File: src/rtl/core/cfe_pkg.sv
`default_nettype none

package cfe_pkg;

  localparam int unsigned OFS_W         = 11;
  localparam int unsigned MAX_FRAME_DEF = 1024;
  localparam int unsigned QUEUE_DEPTH   = 4;

  localparam logic [7:0] CODE_START = 8'h01;
  localparam logic [7:0] CODE_FULL  = 8'hFF;

  localparam logic [OFS_W-1:0] SLOT_RESET = 11'd0;
  localparam logic [OFS_W-1:0] NEXT_RESET = 11'd1;

  typedef struct packed {
    logic [7:0] data_byte;
    logic       last_byte;
  } cfe_in_t;

  typedef struct packed {
    logic [OFS_W-1:0] write_offset;
    logic [7:0]       write_byte;
    logic             frame_done;
    logic [OFS_W-1:0] frame_length;
    logic             overflow;
  } cfe_out_t;

  // one classified item: up to four writes, present[0..3] in delivery order
  //   0: data byte or code on a zero byte, 1: code of a full run,
  //   2: final code, 3: delimiter
  typedef struct packed {
    logic [3:0]       present;
    logic [OFS_W-1:0] ofs0;
    logic [7:0]       byte0;
    logic [OFS_W-1:0] ofs1;
    logic [OFS_W-1:0] ofs2;
    logic [7:0]       code2;
    logic [OFS_W-1:0] ofs3;
    logic             ovf;
  } cfe_op_t;

  typedef struct packed {
    logic empty;
    logic full;
  } cfe_qstat_t;

endpackage

`default_nettype wire

File: src/rtl/core/cobs_frame_encoder.sv
// channel | direction | handshake              | payload
// in      | input     | in_valid_i / in_stall_o  | in_item_i  (data_byte, last_byte)
// out     | output    | out_valid_o / out_stall_i | out_item_o (offset/byte write, status)
//
// one input byte is accepted per cycle while the classify queue has room
// each write takes one output cycle: an item yields zero to four writes,
// so a plain data byte sustains one item per cycle unless the output stalls; a frame end
// adds two writes; input reaches the first write via the queue and the output register
// reset clears encoder state, queue and output valid; the queue payload is not reset
// output stalls fill the four-entry queue, after which in_stall_o is raised
`default_nettype none

module cobs_frame_encoder #(
  parameter int unsigned MAX_FRAME = cfe_pkg::MAX_FRAME_DEF
) (
  input  logic              clk_i,
  input  logic              rst_ni,
  input  logic              in_valid_i,
  output logic              in_stall_o,
  input  cfe_pkg::cfe_in_t  in_item_i,
  output logic              out_valid_o,
  input  logic              out_stall_i,
  output cfe_pkg::cfe_out_t out_item_o
);
  import cfe_pkg::*;

  logic       accept, push, pop;
  cfe_op_t    op, head;
  cfe_qstat_t qstat;

  assign in_stall_o = qstat.full;
  assign accept     = in_valid_i && !qstat.full;

  cfe_front #(
    .MAX_FRAME (MAX_FRAME)
  ) u_front (
    .clk_i    (clk_i),
    .rst_ni   (rst_ni),
    .accept_i (accept),
    .item_i   (in_item_i),
    .push_o   (push),
    .op_o     (op)
  );

  cfe_queue #(
    .DEPTH (QUEUE_DEPTH)
  ) u_queue (
    .clk_i  (clk_i),
    .rst_ni (rst_ni),
    .push_i (push),
    .op_i   (op),
    .pop_i  (pop),
    .head_o (head),
    .stat_o (qstat)
  );

  cfe_back u_back (
    .clk_i       (clk_i),
    .rst_ni      (rst_ni),
    .head_i      (head),
    .stat_i      (qstat),
    .pop_o       (pop),
    .out_valid_o (out_valid_o),
    .out_stall_i (out_stall_i),
    .out_item_o  (out_item_o)
  );

endmodule

`default_nettype wire

File: src/rtl/core/cfe_front.sv
`default_nettype none

module cfe_front #(
  parameter int unsigned MAX_FRAME = cfe_pkg::MAX_FRAME_DEF
) (
  input  logic             clk_i,
  input  logic             rst_ni,
  input  logic             accept_i,
  input  cfe_pkg::cfe_in_t item_i,
  output logic             push_o,
  output cfe_pkg::cfe_op_t op_o
);
  import cfe_pkg::*;

  localparam int unsigned CNT_W = $clog2(MAX_FRAME + 1);

  logic [7:0]       run_code_q, run_code_d;
  logic [OFS_W-1:0] slot_q, slot_d;
  logic [OFS_W-1:0] next_q, next_d;
  logic [CNT_W-1:0] count_q, count_d;
  logic             ovf_q, ovf_d;

  logic [7:0]       code_a, code_inc;
  logic [OFS_W-1:0] slot_a, next_a, next_inc;
  logic             ovf_a;
  cfe_op_t          op;

  always_comb begin
    code_inc = run_code_q + 8'd1;
    next_inc = next_q + 11'd1;
    code_a   = run_code_q;
    slot_a   = slot_q;
    next_a   = next_q;
    ovf_a    = ovf_q;
    count_d  = count_q;
    op       = '0;

    if (count_q < CNT_W'(MAX_FRAME)) begin
      count_d = count_q + CNT_W'(1);
      op.present[0] = 1'b1;
      if (item_i.data_byte == 8'd0) begin
        op.ofs0  = slot_q;
        op.byte0 = run_code_q;
        slot_a   = next_q;
        next_a   = next_inc;
        code_a   = CODE_START;
      end else begin
        op.ofs0  = next_q;
        op.byte0 = item_i.data_byte;
        if (code_inc == CODE_FULL) begin
          // run of 254 nonzero bytes closes its block
          op.present[1] = 1'b1;
          op.ofs1       = slot_q;
          slot_a        = next_inc;
          next_a        = next_inc + 11'd1;
          code_a        = CODE_START;
        end else begin
          next_a = next_inc;
          code_a = code_inc;
        end
      end
    end else begin
      ovf_a = 1'b1;
    end

    op.ovf = ovf_a;
    if (item_i.last_byte) begin
      op.present[2] = 1'b1;
      op.present[3] = 1'b1;
      op.ofs2       = slot_a;
      op.code2      = code_a;
      op.ofs3       = next_a;
      run_code_d    = CODE_START;
      slot_d        = SLOT_RESET;
      next_d        = NEXT_RESET;
      count_d       = '0;
      ovf_d         = 1'b0;
    end else begin
      run_code_d = code_a;
      slot_d     = slot_a;
      next_d     = next_a;
      ovf_d      = ovf_a;
    end
  end

  assign push_o = accept_i && (op.present != 4'd0);
  assign op_o   = op;

  always_ff @(posedge clk_i or negedge rst_ni) begin
    if (!rst_ni) begin
      run_code_q <= CODE_START;
      slot_q     <= SLOT_RESET;
      next_q     <= NEXT_RESET;
      count_q    <= '0;
      ovf_q      <= 1'b0;
    end else if (accept_i) begin
      run_code_q <= run_code_d;
      slot_q     <= slot_d;
      next_q     <= next_d;
      count_q    <= count_d;
      ovf_q      <= ovf_d;
    end
  end

endmodule

`default_nettype wire

File: src/rtl/core/cfe_queue.sv
`default_nettype none

module cfe_queue #(
  parameter int unsigned DEPTH = cfe_pkg::QUEUE_DEPTH
) (
  input  logic                clk_i,
  input  logic                rst_ni,
  input  logic                push_i,
  input  cfe_pkg::cfe_op_t    op_i,
  input  logic                pop_i,
  output cfe_pkg::cfe_op_t    head_o,
  output cfe_pkg::cfe_qstat_t stat_o
);
  import cfe_pkg::*;

  localparam int unsigned PTR_W = (DEPTH > 1) ? $clog2(DEPTH) : 1;
  localparam int unsigned CNT_W = $clog2(DEPTH + 1);

  cfe_op_t          mem_q [DEPTH];
  logic [PTR_W-1:0] wr_q, rd_q;
  logic [CNT_W-1:0] count_q;

  function automatic logic [PTR_W-1:0] ptr_inc(input logic [PTR_W-1:0] p);
    ptr_inc = (p == PTR_W'(DEPTH - 1)) ? '0 : p + PTR_W'(1);
  endfunction

  assign head_o       = mem_q[rd_q];
  assign stat_o.empty = (count_q == '0);
  assign stat_o.full  = (count_q == CNT_W'(DEPTH));

  always_ff @(posedge clk_i) begin
    if (push_i) begin
      mem_q[wr_q] <= op_i;
    end
  end

  always_ff @(posedge clk_i or negedge rst_ni) begin
    if (!rst_ni) begin
      wr_q    <= '0;
      rd_q    <= '0;
      count_q <= '0;
    end else begin
      if (push_i) wr_q <= ptr_inc(wr_q);
      if (pop_i) rd_q <= ptr_inc(rd_q);
      if (push_i && !pop_i) begin
        count_q <= count_q + CNT_W'(1);
      end else if (pop_i && !push_i) begin
        count_q <= count_q - CNT_W'(1);
      end
    end
  end

endmodule

`default_nettype wire

File: src/rtl/core/cfe_back.sv
`default_nettype none

module cfe_back (
  input  logic                clk_i,
  input  logic                rst_ni,
  input  cfe_pkg::cfe_op_t    head_i,
  input  cfe_pkg::cfe_qstat_t stat_i,
  output logic                pop_o,
  output logic                out_valid_o,
  input  logic                out_stall_i,
  output cfe_pkg::cfe_out_t   out_item_o
);
  import cfe_pkg::*;

  logic [3:0] done_q, done_d;
  logic [3:0] pend, sel;
  logic       advance;
  logic       out_valid_q, out_valid_d;
  cfe_out_t   out_q, res;

  assign pend    = head_i.present & ~done_q;
  // lowest pending write goes first
  assign sel     = pend & (~pend + 4'd1);
  assign advance = !stat_i.empty && (!out_valid_q || !out_stall_i);
  assign pop_o   = advance && ((pend & ~sel) == 4'd0);

  always_comb begin
    res          = '0;
    res.overflow = head_i.ovf;
    if (sel[0]) begin
      res.write_offset = head_i.ofs0;
      res.write_byte   = head_i.byte0;
    end else if (sel[1]) begin
      res.write_offset = head_i.ofs1;
      res.write_byte   = CODE_FULL;
    end else if (sel[2]) begin
      res.write_offset = head_i.ofs2;
      res.write_byte   = head_i.code2;
    end else begin
      res.write_offset = head_i.ofs3;
      res.write_byte   = 8'd0;
      res.frame_done   = 1'b1;
      res.frame_length = head_i.ofs3 + 11'd1;
    end
  end

  always_comb begin
    done_d      = done_q;
    out_valid_d = out_valid_q;
    if (advance) begin
      out_valid_d = 1'b1;
      done_d      = pop_o ? 4'd0 : (done_q | sel);
    end else if (!out_stall_i) begin
      out_valid_d = 1'b0;
    end
  end

  always_ff @(posedge clk_i or negedge rst_ni) begin
    if (!rst_ni) begin
      done_q      <= '0;
      out_valid_q <= 1'b0;
    end else begin
      done_q      <= done_d;
      out_valid_q <= out_valid_d;
    end
  end

  always_ff @(posedge clk_i) begin
    if (advance) begin
      out_q <= res;
    end
  end

  assign out_valid_o = out_valid_q;
  assign out_item_o  = out_q;

endmodule

`default_nettype wire

File: config.mk
export PLATFORM = sky130hd
export DESIGN_NAME = cobs_frame_encoder
export DESIGN_NICKNAME = d
export VERILOG_FILES = /design/src/rtl/core/cfe_pkg.sv /design/src/rtl/core/cobs_frame_encoder.sv /design/src/rtl/core/cfe_front.sv /design/src/rtl/core/cfe_queue.sv /design/src/rtl/core/cfe_back.sv
export SDC_FILE = /design/constraint.sdc
export NUM_CORES = 1
export LEC_CHECK = 0
export ABC_CLOCK_PERIOD_IN_PS = 4320
export BUFFER_PORTS_ARGS = -buffer_cell sky130_fd_sc_hd__buf_2
export CAP_MARGIN = 20
export CORE_AREA = 2 2 205 257
export CTS_BUF_LIST = sky130_fd_sc_hd__clkbuf_2
export DETAILED_ROUTE_END_ITERATION = 7
export DIE_AREA = 0 0 207 259
export GPL_TIMING_DRIVEN = 0
export RECOVER_POWER = 25
export SLEW_MARGIN = 20
export SYNTH_ARGS = -nofsm -noshare
export SYNTH_HDL_FRONTEND = slang
export SYNTH_SLANG_ARGS = --single-unit
File: constraint.sdc
create_clock -name clk_i -period 4.32 [get_ports clk_i]
set_clock_uncertainty 0.05 [all_clocks]
set_input_delay 0.864 -clock clk_i [delete_from_list [all_inputs] [get_ports clk_i]]
set_output_delay 0.864 -clock clk_i [all_outputs]
set_load 0.02 [all_outputs]
==> results by group <==
Synthesis
  – Distinct cells, synth: 70
  – Leading area contributor after synthesis: edfxtp_1
  – Most common cell in the netlist: edfxtp_1
  – Syn avg cell area: 14.5 um2
  – Compound-cell area share of the yosys netlist: 0.0967
  – Adder and majority gate portion of the synthesized area: 0.0112
  – Post-Syn Nets: between 1000 and 1500
  – Share of the synthesized area in the top cell type: 0.569
  – Prevailing post-synth register cell: edfxtp_1
  – Synth top cells by count: edfxtp_1 (288), nand2_1 (84), nor2_1 (71), mux4_2 (64), clkbuf_1 (54)
  – Xor/xnor share of the synthesized area: 0.0150
  – Ranking of synthesized cells by area: edfxtp_1 (57%), mux4_2 (9.5%), dfrtp_1 (8.6%)
  – Mapped cell area: 0.0152 mm2
  – Seq/Total Area, Yosys: 0.658
  – Synth warnings: 0
  – #FFs+latches synth: about 340
  – Mux contribution to synthesized area: 0.102
  – Largest family of logic cells by synthesized area: multiplexers
  – Post-Syn Instances: 1047
  – Ys async rst share: 0.158
  – Number of synthesized flops with an enable pin: roughly 290
  – Synth Area in Simple Gates: 0.0939

Detailed routing
  – Antenna Violating Nets Remaining: 0
  – DR WL/cell: between 20 and 25 um
  – Met2 wire length: ~22000 um
  – Top layer in use: met5
  – DRC: 0
  – Starting DRT DRC Count: 807
  – 1st-pass router iterations: 5
  – Total routed wirelength: 41800 um
  – Routed metal-1 wirelength: 16000 um
  – Vias per std cell: ~5.2
  – Detail Route met3 WL: 2090 um
  – Via count: 9901

Power and ir drop
  – Worst vdd ir: 0.000256 V
  – Pwr Density: 622 mW/mm2
  – Static leakage: 5.96 nW

Timing
  – Endpoints failing setup: 0
  – Top achievable clock speed: 255 MHz
  – Max transition margin: -1.21
  – Crit path time final: 3.92 ns
  – WHS: 0.280 ns
  – Worst slew pin tran: 3.31 ns
  – Final Cycle Share: 0.908
  – Max Slew Vio Count: between 60 and 70
  – Final hold vios: 0
  – RSZ-0062 raised after global routing: false

Flow run
  – Max-Cap Viols: 2

Clock tree
  – Clk_lat worst skew: 1.00 ns
  – CTS tree: done
  – CTS Sinks: ~340
  – Post-CTS Setup Bufs: 0
  – Worst-path clk slew: 0.12 ns
  – Clock Tree Buf Depth: 3
  – Total CTS buffers: 80
  – Hold-fix buffers, CTS: 3
  – H-tree Lvls: 3
  – Root Driver: clkbuf_2
  – Post-cts sizing count: 0

Place
  – Hpwl dp: 28200 um
  – Placed Area: ~0.016 mm2
  – Routability cong.: 0.934
  – Buffers on Ports: 46

Global route
  – First-pass GRT wire length: around 63000 um
  – Initial antenna violation count: 3
  – Grt ovf: 0
  – Number of global-route vias before repair: 10300
  – Total GRT Usage: 0.156
  – Largest net degree at the start of global routing: 55

Status
  – Status: finished, violations left
  – Failing checks: capacitance limit, slew limit

Worst hold path
  – Worst min path class: primary input to flop
  – HP Start: in_item_i[3]
  – Hold Path Sink: u_queue.mem_q[2][44]
  – Hold Path Stages: 3

Floorplanning
  – I/O pin total: 47
  – Core Footprint: slightly above 0.05 mm2
  – Starting Density: 0.297
  – Die X: 207 um
  – Die footprint: 0.0536 mm2
  – Die Y-Extent: 259 um
  – Rows: 93

Finish
  – Share of layout cells above drive strength 1: 0.196
  – Fin area: about 0.017 mm2
  – Nets: approximately 1200
  – Layout area overhead: 12.9%
  – Core Util, Final: 0.335
  – Fillers: 5048

Setup path
  – CP Capture Type: flop
  – Critical Path Source Type: primary input
  – Critical Path RT: ~5.1 ns
  – CP Max Fanout: 15
  – FF-to-FF Start: u_queue.count_q[0]
  – Reg2reg setup slack: roughly 0.42 ns
  – Worst Reg-to-Reg Cells: 10
  – RR Endpoint: u_queue.count_q[1]
  – Critical path class: primary input to flop
  – CP Data Arrival Time: 4.74 ns
## routing by layer
layer / global-route usage / vias to the layer above
li1: - / 4425
met1: 0.175 / 5039
met2: 0.278 / 344
met3: 0.0315 / 91
met4: 0.0817 / 2
met5: 0 / -
## cells in the final DEF (no fill, tap or decap), drive strengths merged, types with 6 or more instances in the layout
| master | count |
|---|---|
| mux4 | 64 |
| a21oi | 54 |
| ha | 12 |
| clkbuf | 210 |
| dfrtp | 52 |
| and3 | 9 |
| o31ai | 6 |
| nor2 | 71 |
| nand2 | 84 |
| mux2i | 7 |
| xnor2 | 12 |
| nor2b | 10 |
| nand4 | 13 |
| o21ai | 47 |
| clkinv | 24 |
| nand3 | 22 |
| a22oi | 21 |
| nor3 | 12 |
| buf | 27 |
| xor2 | 14 |
| edfxtp | 288 |
| o221a | 7 |
| and2 | 23 |
| or4 | 8 |
| or2 | 6 |
| inv | 25 |
| a31oi | 14 |
| or3 | 16 |
## cells by family (layout without fill, tap and decap cells)
family | Yosys count | count (layout)
XOR/XNOR | 26 | 26
buffers and inverters | 90 | 291
AND/OR/NAND/NOR | 288 | 288
AO/OA/AOI/OAI | 214 | 214
multiplexers | 74 | 74
other | 0 | 3
adder cells (fa/ha/maj) | 13 | 13
flip-flops | 342 | 342
## report_power, final
part | switching (W) | total [W] | internal [W]
sequential | 0.000241 | 0.00473 | 0.00449
clock | 0.00129 | 0.00214 | 0.000850
combinational | 0.00244 | 0.00380 | 0.00136
total | 0.00397 | 0.0107 | 0.00670
## how the worst max path moves through the flow
| stage | depth (start not counted) | endpoint | startpoint |
|---|---|---|---|
| 6_report | 11 | u_queue.count_q[1] | out_stall_i |
| 5_1_grt | 10 | u_queue.count_q[1] | u_queue.count_q[0] |
| 4_1_cts | 8 | u_queue.mem_q[1][36] | u_front.run_code_q[1] |
| 3_5_place_dp | 7 | u_queue.mem_q[2][58] | in_item_i[6] |
| 3_3_place_gp | 9 | u_queue.count_q[1] | out_stall_i |
| 2_1_floorplan | 8 | u_queue.count_q[1] | out_stall_i |
## layout make-up
cell class,instances,area (um2),share of cell area
timing repair buffer,55,357,0.0208
antenna,3,7.51,0.000438
clock buffer,118,591,0.0344
sequential,342,10000,0.583
tap,665,832,0.0485
inverter,23,86.3,0.00503
buffer,67,267,0.0155
clock inverter,28,160,0.00934
multi-input combinational,615,4850,0.283
## metrics by stage
step / TNS, ns / power, W / instances / setup slack [ns]
after floorplan: 0 / 0.00725 / 1047 / 0.0675
after global placement: -396.44 / 0.00862 / 1758 / -1.94
after detailed placement: 0 / 0.00872 / 1764 / 0.322
after CTS: 0 / 0.0109 / 1913 / 0.635
after global routing: 0 / 0.0113 / 1916 / 0.194
final: 0 / 0.0107 / 1916 / 0.397
## registers in the layout, indices dropped and copies added, names as in the netlist
name,flops
u_queue.mem_q,256
u_queue.count_q,3
u_back.out_valid_o,1
u_front.count_q,11
u_front.ovf_q,1
u_queue.rd_q,2
u_front.slot_q,11
u_queue.wr_q,2
u_back.done_q,4
u_front.next_q,11
u_back.out_item_o,32
u_front.run_code_q,8
## critical path, cell delays in order
cell and delay (ns):
dlygate4sd3_1 0.54, buf_2 0.13, a21oi_1 1.45, buf_16 0.24
and2_1 0.14, clkbuf_1 0.32, inv_1 0.09, ha_1 0.22
inv_1 0.08, fa_1 0.40, mux2_2 0.27
Note: power is estimated with default switching activity, not from simulation.
